## src/rtl/bcd_pkg.sv

```systemverilog
// ----------------------------------------------------------------------------
// Block texel decoder package
// Shared types, format codes and small arithmetic helpers for the decoder.
// ----------------------------------------------------------------------------
package bcd_pkg;

    // Values of the block format register.
    localparam logic [1:0] FMT_BC1 = 2'd0;
    localparam logic [1:0] FMT_BC2 = 2'd1;
    localparam logic [1:0] FMT_BC3 = 2'd2;

    typedef struct packed {
        logic [7:0] red;
        logic [7:0] green;
        logic [7:0] blue;
    } t_rgb;

    typedef struct packed {
        t_rgb [3:0] entry;
        logic       four_color;
    } t_palette;

    // floor(v * 255 / 31) = 8v + floor(7v / 31); the second term is a count
    // of thresholds crossed.
    function automatic logic [7:0] bcd_expand5(input logic [4:0] v);
        logic [7:0] t;
        logic [2:0] q;
        t = 8'(v) * 8'd7;
        q = 3'd0;
        for (int k = 1; k <= 7; k++) begin
            if (t >= 8'(31 * k)) begin
                q = q + 3'd1;
            end
        end
        return {v, 3'b000} + 8'(q);
    endfunction

    // floor(v * 255 / 63) = 4v + floor(v / 21).
    function automatic logic [7:0] bcd_expand6(input logic [5:0] v);
        logic [1:0] q;
        if (v >= 6'd63) begin
            q = 2'd3;
        end else if (v >= 6'd42) begin
            q = 2'd2;
        end else if (v >= 6'd21) begin
            q = 2'd1;
        end else begin
            q = 2'd0;
        end
        return {v, 2'b00} + 8'(q);
    endfunction

    // Truncating division by 3 for values up to 765.
    function automatic logic [7:0] bcd_div3(input logic [9:0] x);
        logic [19:0] p;
        p = x * 20'd683;
        return p[18:11];
    endfunction

    // Truncating division by 5 for values up to 1275.
    function automatic logic [7:0] bcd_div5(input logic [10:0] x);
        logic [22:0] p;
        p = x * 23'd3277;
        return p[21:14];
    endfunction

    // Truncating division by 7 for values up to 1785.
    function automatic logic [7:0] bcd_div7(input logic [10:0] x);
        logic [22:0] p;
        p = x * 23'd2341;
        return p[21:14];
    endfunction

endpackage

```

## src/rtl/bcd_color_pal.sv

```systemverilog
// ----------------------------------------------------------------------------
// Color palette builder
// Expands the two RGB565 endpoints and derives the in-between entries: two in
// four-color mode, one plus a black entry in three-color mode.
module bcd_color_pal import bcd_pkg::*; (
    input  logic [15:0] i_c0,
    input  logic [15:0] i_c1,
    output t_palette    o_pal
);

    t_rgb p0;
    t_rgb p1;
    logic four;

    assign p0.red   = bcd_expand5(i_c0[15:11]);
    assign p0.green = bcd_expand6(i_c0[10:5]);
    assign p0.blue  = bcd_expand5(i_c0[4:0]);
    assign p1.red   = bcd_expand5(i_c1[15:11]);
    assign p1.green = bcd_expand6(i_c1[10:5]);
    assign p1.blue  = bcd_expand5(i_c1[4:0]);
    assign four     = i_c0 > i_c1;

    function automatic logic [7:0] third(input logic [7:0] a, input logic [7:0] b);
        return bcd_div3({1'b0, a, 1'b0} + {2'b00, b});
    endfunction

    function automatic logic [7:0] half(input logic [7:0] a, input logic [7:0] b);
        logic [8:0] s;
        s = {1'b0, a} + {1'b0, b};
        return s[8:1];
    endfunction

    always_comb begin
        o_pal.four_color = four;
        o_pal.entry[0]   = p0;
        o_pal.entry[1]   = p1;
        if (four) begin
            o_pal.entry[2].red   = third(p0.red,   p1.red);
            o_pal.entry[2].green = third(p0.green, p1.green);
            o_pal.entry[2].blue  = third(p0.blue,  p1.blue);
            o_pal.entry[3].red   = third(p1.red,   p0.red);
            o_pal.entry[3].green = third(p1.green, p0.green);
            o_pal.entry[3].blue  = third(p1.blue,  p0.blue);
        end else begin
            o_pal.entry[2].red   = half(p0.red,   p1.red);
            o_pal.entry[2].green = half(p0.green, p1.green);
            o_pal.entry[2].blue  = half(p0.blue,  p1.blue);
            o_pal.entry[3]       = '0;
        end
    end

endmodule

```

## src/rtl/bcd_alpha.sv

```systemverilog
// ----------------------------------------------------------------------------
// Texel alpha decoder
// Produces one texel's alpha for the selected block format.
// ----------------------------------------------------------------------------
module bcd_alpha import bcd_pkg::*; (
    input  logic [1:0]  i_fmt,
    input  logic [63:0] i_alpha_block,
    input  logic [3:0]  i_texel,
    input  logic [7:0]  i_bc1_alpha,
    output logic [7:0]  o_alpha
);

    logic [3:0]  nib;
    logic [5:0]  idx_pos;
    logic [2:0]  idx;
    logic [7:0]  a0;
    logic [7:0]  a1;
    logic        eight;
    logic [2:0]  w;
    logic [2:0]  wa;
    logic [10:0] sum;
    logic [7:0]  bc3;

    assign nib     = i_alpha_block[{i_texel, 2'b00} +: 4];
    assign idx_pos = 6'd16 + {2'b00, i_texel} + {1'b0, i_texel, 1'b0};
    assign idx     = i_alpha_block[idx_pos +: 3];
    assign a0      = i_alpha_block[7:0];
    assign a1      = i_alpha_block[15:8];
    assign eight   = a0 > a1;
    assign w       = idx - 3'd1;
    assign wa      = (eight ? 3'd7 : 3'd5) - w;
    assign sum     = 11'(wa) * 11'(a0) + 11'(w) * 11'(a1);

    always_comb begin
        if (idx == 3'd0) begin
            bc3 = a0;
        end else if (idx == 3'd1) begin
            bc3 = a1;
        end else if (eight) begin
            bc3 = bcd_div7(sum);
        end else if (idx == 3'd6) begin
            bc3 = 8'd0;
        end else if (idx == 3'd7) begin
            bc3 = 8'd255;
        end else begin
            bc3 = bcd_div5(sum);
        end
    end

    always_comb begin
        case (i_fmt)
            FMT_BC2: o_alpha = {nib, nib};
            FMT_BC3: o_alpha = bc3;
            default: o_alpha = i_bc1_alpha;
        endcase
    end

endmodule

```

## src/rtl/bc_block_texel_decoder.sv

```systemverilog
// ----------------------------------------------------------------------------
// BC1/BC2/BC3 block texel decoder
// Turns one compressed 4x4 block into its sixteen RGBA8 texels.
// ----------------------------------------------------------------------------
// The input channel carries one compressed block per beat: the 64-bit color
// half and the 64-bit alpha half. The output channel carries one texel per
// beat in row-major order, tagged with its position in the block and with a
// flag on the sixteenth texel. A separate write channel sets the block format
// (BC1, BC2 or BC3); it is always ready and should only be written while the
// decoder is idle. Code 3 decodes as BC1.
//
// An accepted block sits in a block register. Whenever the output register is
// empty or being drained, the palette and the alpha of the current texel are
// formed from the block register and captured in the output register. The
// output register emits one texel per cycle while the receiver is ready; the
// next block is accepted in the cycle its predecessor's last texel moves to
// the output, with no bubble between blocks.
//
// When the receiver stalls, the output register holds its texel and the
// texel counter stops; the block register then stays full and the input
// side sees ready low. Reset empties both registers and selects BC1.
module bc_block_texel_decoder import bcd_pkg::*; (
    input  logic        i_clk,
    input  logic        i_rst_n,
    input  logic        i_cfg_valid,
    output logic        o_cfg_ready,
    input  logic [1:0]  i_cfg_data,
    input  logic        i_in_valid,
    output logic        o_in_ready,
    input  logic [63:0] i_color_block,
    input  logic [63:0] i_alpha_block,
    output logic        o_out_valid,
    input  logic        i_out_ready,
    output logic [7:0]  o_red,
    output logic [7:0]  o_green,
    output logic [7:0]  o_blue,
    output logic [7:0]  o_alpha,
    output logic [3:0]  o_texel_index,
    output logic        o_last_texel
);

    // Configuration and control state.
    logic [1:0]  r_fmt;
    logic        r_blk_vld;
    logic [3:0]  r_tex;
    logic        r_out_vld;

    // Block payload.
    logic [63:0] r_color;
    logic [63:0] r_alpha;

    // Output payload.
    logic [7:0]  r_red;
    logic [7:0]  r_green;
    logic [7:0]  r_blue;
    logic [7:0]  r_alpha_out;
    logic [3:0]  r_index;
    logic        r_last;

    logic        advance;
    logic        tex_last;
    logic        in_fire;
    t_palette    pal;
    logic [1:0]  ci;
    t_rgb        color;
    logic [7:0]  bc1_alpha;
    logic [7:0]  n_alpha;

    assign o_cfg_ready = 1'b1;

    // A texel moves forward whenever a block is loaded and the output
    // register is empty or being drained this cycle.
    assign advance    = r_blk_vld && (!r_out_vld || i_out_ready);
    assign tex_last   = r_tex == 4'd15;
    assign o_in_ready = !r_blk_vld || (advance && tex_last);
    assign in_fire    = i_in_valid && o_in_ready;

    bcd_color_pal u_pal (
        .i_c0  (r_color[15:0]),
        .i_c1  (r_color[31:16]),
        .o_pal (pal)
    );

    // Two-bit color index of the current texel sits at bit 32 + 2 * texel.
    assign ci = r_color[{1'b1, r_tex, 1'b0} +: 2];

    always_comb begin
        case (ci)
            2'd0:    color = pal.entry[0];
            2'd1:    color = pal.entry[1];
            2'd2:    color = pal.entry[2];
            default: color = pal.entry[3];
        endcase
    end

    // In three-color mode the last entry is transparent black.
    assign bc1_alpha = (ci == 2'd3 && !pal.four_color) ? 8'd0 : 8'd255;

    bcd_alpha u_alpha (
        .i_fmt         (r_fmt),
        .i_alpha_block (r_alpha),
        .i_texel       (r_tex),
        .i_bc1_alpha   (bc1_alpha),
        .o_alpha       (n_alpha)
    );

    always_ff @(posedge i_clk) begin
        if (!i_rst_n) begin
            r_fmt     <= FMT_BC1;
            r_blk_vld <= 1'b0;
            r_tex     <= 4'd0;
            r_out_vld <= 1'b0;
        end else begin
            if (i_cfg_valid) begin
                r_fmt <= i_cfg_data;
            end
            if (in_fire) begin
                r_blk_vld <= 1'b1;
            end else if (advance && tex_last) begin
                r_blk_vld <= 1'b0;
            end
            if (in_fire) begin
                r_tex <= 4'd0;
            end else if (advance) begin
                r_tex <= r_tex + 4'd1;
            end
            if (advance) begin
                r_out_vld <= 1'b1;
            end else if (i_out_ready) begin
                r_out_vld <= 1'b0;
            end
        end
    end

    always_ff @(posedge i_clk) begin
        if (in_fire) begin
            r_color <= i_color_block;
            r_alpha <= i_alpha_block;
        end
        if (advance) begin
            r_red       <= color.red;
            r_green     <= color.green;
            r_blue      <= color.blue;
            r_alpha_out <= n_alpha;
            r_index     <= r_tex;
            r_last      <= tex_last;
        end
    end

    assign o_out_valid   = r_out_vld;
    assign o_red         = r_red;
    assign o_green       = r_green;
    assign o_blue        = r_blue;
    assign o_alpha       = r_alpha_out;
    assign o_texel_index = r_index;
    assign o_last_texel  = r_last;

endmodule

```

## config.mk

```make
export PLATFORM = sky130hd
export DESIGN_NAME = bc_block_texel_decoder
export DESIGN_NICKNAME = d
export VERILOG_FILES = /design/src/rtl/bcd_pkg.sv /design/src/rtl/bcd_color_pal.sv /design/src/rtl/bcd_alpha.sv /design/src/rtl/bc_block_texel_decoder.sv
export SDC_FILE = /design/constraint.sdc
export NUM_CORES = 1
export LEC_CHECK = 0
export ABC_AREA = 1
export BUFFER_PORTS_ARGS = -buffer_cell sky130_fd_sc_hd__buf_2
export CAP_MARGIN = 25
export CORE_MARGIN = 5
export CORE_UTILIZATION = 60
export CTS_CLUSTER_SIZE = 16
export DETAILED_ROUTE_END_ITERATION = 10
export PLACE_DENSITY = 0.78
export SYNTH_ARGS = -nofsm -noshare
export SYNTH_HDL_FRONTEND = slang
export SYNTH_HIERARCHICAL = 1
export SYNTH_SLANG_ARGS = --single-unit
```

## constraint.sdc

```tcl
create_clock -name i_clk -period 18.43 [get_ports i_clk]
set_input_delay 0.9215 -clock i_clk [delete_from_list [all_inputs] [get_ports i_clk]]
set_output_delay 0.9215 -clock i_clk [all_outputs]
set_load 0.02 [all_outputs]
```

==> out/results.tsv, run 1 <==
metric	value	unit
status	completed	
core footprint	53500	µm²
Worst path slowest cell	dfxtp_1	
total global routing track utilization	0.266	
Post-CTS Setup Bufs	0	
CP endpoint kind	register	
drt via density	5.62	
Seq/Total Area, Yosys	0.159	
Setup TNS Final	0	ns
Core Util, Final	0.636	
Synth Net Count	5084	
first-pass GRT wire length	130000	µm
post-route minimum period	12.97	ns
critical path data required time	18.67	ns
highest-count cells in the layout ignoring fill and taps	715 x inv_1, 710 x nand2_1, 639 x ha_1	
die area	58400	µm²
Slowest Stage Delay on Critical Path	0.82	ns
Clock Skew	0.0213	ns
FF-to-FF path depth	56	
Die Wd	242	µm
DRT Pass-1 Iters	6	
nets	5188	
area delta synth->final	5.73	%
async set-reset flop share out of synthesis	0	
Final Slew Violations	0	
dpl hpwl	65400	µm
number of hold buffers added after cts	0	
via count	27500	
r2r startpoint	r_tex[2]	
IO Port Bufs	173	
# DRC	0	
Worst-path clk slew	0.08	ns
Die H	242	µm
dpl ws	5.65	ns
number of I/O pins	175	
share of cells above drive strength 1	0.0780	
placed cell count	4869	
Max Freq	77.1	MHz
Starting Density	0.602	
Worst Tran Pin Value	1.04	ns
gpl congestion	0.997	
setup violators final	0	
Worst path most repeated cell	fa_1	
initial antenna violation count	3	
Rows	85	
unrepaired setup endpoints after global routing	false	
HP Class	register to register	
grt ovf	0	
critical path fanouts, max	29	
kind of critical path	register to register	
Root Buffer	clkbuf_16	
cts repair resizes	0	
Distinct cells, synth	66	
Worst-Skew Late Latency	0.50	ns
worst hold start	r_blk_vld	
Fin. Hold Viols	0	
Worst EP arrival	13.21	ns
max_cap viols	0	
Starting DRT DRC Count	2049	
reg2reg end	o_alpha[7]	
mapped cell area	32200	µm²
warnings from Yosys	6	
internal reg-to-reg setup slack	5.46	ns
CTS tree	done	
vias in the first global route	26700	
routed len/inst	16.1	µm
Synth Register Bits	173	
Final period util	0.704	
Inserted Clock Buffers	17	
Mean Syn Cell Area	7.88	µm²
Syn Inst Count	4088	
non-filler cells, final	4903	
clock buffer depth	2	
slew margin rel.	0.287	
H-tree levels	4	
pin count of the biggest net entering global routing	105	
Min-Delay Endpoint	o_out_valid	
antenna violation net count after detailed routing	0	
clk sinks	173	
Top FF cell, synth	edfxtp_1	
Hold Crit Depth	2	
final WL	78800	µm
commonest non-fill, non-tap cell in the layout	inv_1	
post-layout worst setup margin	5.46	ns
EDFF count, synth	165	
Setup crit start kind	register	
[cell type report]
cell class	count	area [µm²]
flip-flops and latches	173	5120
fillers	4692	19400
inverters	730	2740
clock inverters	15	215
repair buffers	187	971
clock buffers	17	425
multi-input cells	3083	23700
diodes	2	5.00
well taps	696	871
[cell families (layout without fill, tap and decap cells)]
logic type / count (synthesis) / in the layout / share of synthesized area
other cells: 2 / 4 / 0.000233
xor+xnor: 139 / 139 / 0.0393
simple gates: 1477 / 1477 / 0.203
fa+ha+maj: 861 / 861 / 0.386
flops: 173 / 173 / 0.159
compound gates: 604 / 604 / 0.106
buf+inv: 832 / 949 / 0.106
[stage by stage]
stage	hold WS, ns	area (µm²)
after detailed placement	0.470	33400
after floorplan	0.447	32200
final	0.486	34000
after global routing	0.550	34000
after global placement	0.463	33400
after CTS	0.487	34000
[routing by layer]
| metal | GRT usage | routed length, µm | vias up |
|---|---|---|---|
| met4 | 0.0824 | 2120 | 2 |
| met1 | 0.364 | 35400 | 12800 |
| met5 | 0 | 13 | - |
| li1 | - | - | 13700 |
| met2 | 0.438 | 36100 | 894 |
| met3 | 0.0419 | 5160 | 130 |
[worst max-delay path: cells and delay by family, from the launching register on]
family / cells / cell delay [ns]
adder cells (fa/ha/maj): 13 / 5.49
AO/OA/AOI/OAI: 13 / 2.08
AND/OR/NAND/NOR: 18 / 1.92
buffers and inverters: 8 / 1.31
XOR/XNOR: 4 / 1.10
flip-flops: 1 / 0.82
[flip-flops by register name (all words and copies together) (netlist names)]
signal and count:
o_alpha 8, r_fmt 2, r_blk_vld 1, r_tex 4, r_alpha 64, o_green 8
o_out_valid 1, o_blue 8, o_last_texel 1, r_color 64, o_texel_index 4, o_red 8
[worst max path at each step]
stage,startpoint,endpoint,slack [ns],cells past startpoint
finish,r_tex[2],o_alpha[7],5.46,56
floorplan,r_tex[1],o_alpha[7],7.00,56
detailed placement,r_tex[2],o_alpha[7],5.65,56
CTS,r_tex[2],o_alpha[7],5.58,55
global placement,r_tex[2],o_alpha[7],6.00,55
global route,r_tex[2],o_alpha[7],4.27,56
[synthesized netlist by cell type (all sizes together), types with 3 or more instances]
cell,number,area share
nand2,752,0.092
o31ai,5,0.0012
nor3b,3,0.00070
o21a,13,0.0030
a2111oi,3,0.00082
or2,10,0.0019
ha,639,0.25
a31oi,14,0.0027
a32oi,3,0.00082
inv,728,0.085
nor3,23,0.0036
o21bai,26,0.0064
o211ai,23,0.0054
nand4,50,0.0097
a211oi,7,0.0016
a21boi,4,0.00093
o21ai,195,0.031
o221ai,4,0.0011
and3,4,0.00078
nand3b,14,0.0033
nand3,328,0.053
fa,222,0.14
buf,82,0.019
xnor2,49,0.014
xor2,90,0.026
dfxtp,8,0.0050
clkbuf,20,0.0023
o311ai,3,0.0010
and2,11,0.0022
a21oi,285,0.046
nor2,273,0.033
nor4,9,0.0017
a21o,9,0.0021
edfxtp,165,0.15
Power of run 1 is left out: the tool's default activity adds up to more than one toggle a clock period on the data nets, which glitch-free logic cannot reach.
==> run 2: changes to the inputs <==
Settings changed: CORE_UTILIZATION 60 to 58, PLACE_DENSITY 0.78 to 0.79.
Clock period 18.43 ns to 10.8 ns, I/O delays scaled along.
==> run 2 against run 1 <==
Compared with the run above: die area increased by 3.3%; utilization increased by 3.0 points; global-route usage increased by 0.19 points; first-iteration DRC count increased by 5.4%; cell count increased by 5.7%; register-to-register slack got worse by 5.1 ns; sequential share of layout area decreased by 1.1 points; routed wire length increased by 6.0%; largest cell class unchanged.
==> out/results.tsv, run 2 (synthesized netlist as in run 1, its figures left out) <==
metric	value	unit
# DRC	0	
FF-to-FF path depth	55	
Antenna Cells	0	
nets	5419	
Worst Tran Pin Value	0.948	ns
DR WL met3	4660	µm
critical path fanouts, max	7	
vias in the first global route	27500	
Post-Route M1 WL	37300	µm
gpl congestion	0.959	
biggest regs	r_alpha: 64 flops, r_color: 64 flops	
Hold Crit Depth	1	
Starting DRT DRC Count	2159	
internal reg-to-reg setup slack	0.33	ns
design area	36700	µm²
antenna violation net count after detailed routing	0	
kind of critical path	register to register	
Root Buffer	clkbuf_16	
Final period util	0.970	
drt via density	5.50	
Die Wd	246	µm
Setup crit start kind	register	
number of hold buffers added after cts	0	
unrepaired setup endpoints after global routing	true	
WL met2	39100	µm
routed len/inst	16.1	µm
Worst EP arrival	10.73	ns
DRT Pass-1 Iters	6	
Placed Area	34900	µm²
post-route minimum period	10.47	ns
Fin. Hold Viols	0	
Worst-path clk slew	0.08	ns
IO Port Bufs	173	
Max Freq	95.5	MHz
Rows	86	
pin count of the biggest net entering global routing	78	
HP Class	input port to register	
H-tree levels	4	
max_cap viols	0	
first-pass GRT wire length	134000	µm
highest-count cells in the layout ignoring fill and taps	704 x inv_1, 693 x nand2_1, 610 x ha_1	
Worst-Skew Late Latency	0.50	ns
Final Hold Slack	0.205	ns
total global routing track utilization	0.268	
CP endpoint kind	register	
via count	28500	
dpl hpwl	67900	µm
grt ovf	0	
number of I/O pins	175	
CTS tree	done	
critical path data required time	11.06	ns
core footprint	55100	µm²
slew margin rel.	0.368	
Clock Skew	0.0193	ns
Worst path slowest cell	fa_1	
Final Slew Violations	0	
final WL	83500	µm
initial antenna violation count	0	
clock buffer depth	2	
Crit path max-delay family	adder cells	
Core Util, Final	0.667	
Worst path depth	55	
Starting Density	0.584	
clk sinks	173	
area delta synth->final	14.1	%
die area	60300	µm²
Die H	246	µm
CP bufs+invs	10	
status	completed	
Slowest Stage Delay on Critical Path	0.54	ns
commonest non-fill, non-tap cell in the layout	inv_1	
share of cells above drive strength 1	0.159	
top sig layer	met4	
Inserted Clock Buffers	17	
setup violators final	0	
==> run 2: final timing paths <==
path	startpoint	end
max	r_tex[0]	o_alpha[4]
min	i_alpha_block[62]	r_alpha[62]
max reg2reg	r_tex[0]	o_alpha[4]
min reg2reg	r_blk_vld	o_out_valid
==> run 2: layer usage <==
metal  vias to the layer above  track usage
li1                      14200            -
met1                     13200        0.365
met2                       935        0.443
met3                       159       0.0389
met4                         0       0.0853
met5                         -            0
==> run 2: metrics by stage <==
step | cells | TNS [ns] | setup slack (ns)
finish | 5184 | 0 | 0.327
global route | 5184 | -1.09 | -0.172
CTS | 5144 | 0 | 0.00114
detailed placement | 5109 | -0.240 | -0.240
global placement | 5108 | -0.0961 | -0.0961
floorplan | 4088 | 0 | 0.00417
==> run 2: cell type report <==
type | instances | area, µm²
multi-input cells | 3083 | 24500
clock inverters | 15 | 213
flip-flops and latches | 173 | 5120
well taps | 748 | 936
repair buffers | 418 | 2790
clock buffers | 17 | 425
inverters | 730 | 2740
fillers | 4613 | 18400
==> run 2: repair_timing <==
item	in CTS	in global routing
gates resized for setup	16	177
setup buffers	3	39
endpoints found under the setup margin	3	24
pin swaps	7	103
==> run 2: worst reg2reg max path: cells and delay by family, from the launching register on <==
family          cells  cell delay [ns]
xor+xnor            5             0.86
simple gates       17             1.56
compound gates     10             1.46
fa+ha+maj          13             4.92
flops               1             0.36
buf+inv            10             1.03
Power of run 2 is left out for the same reason.
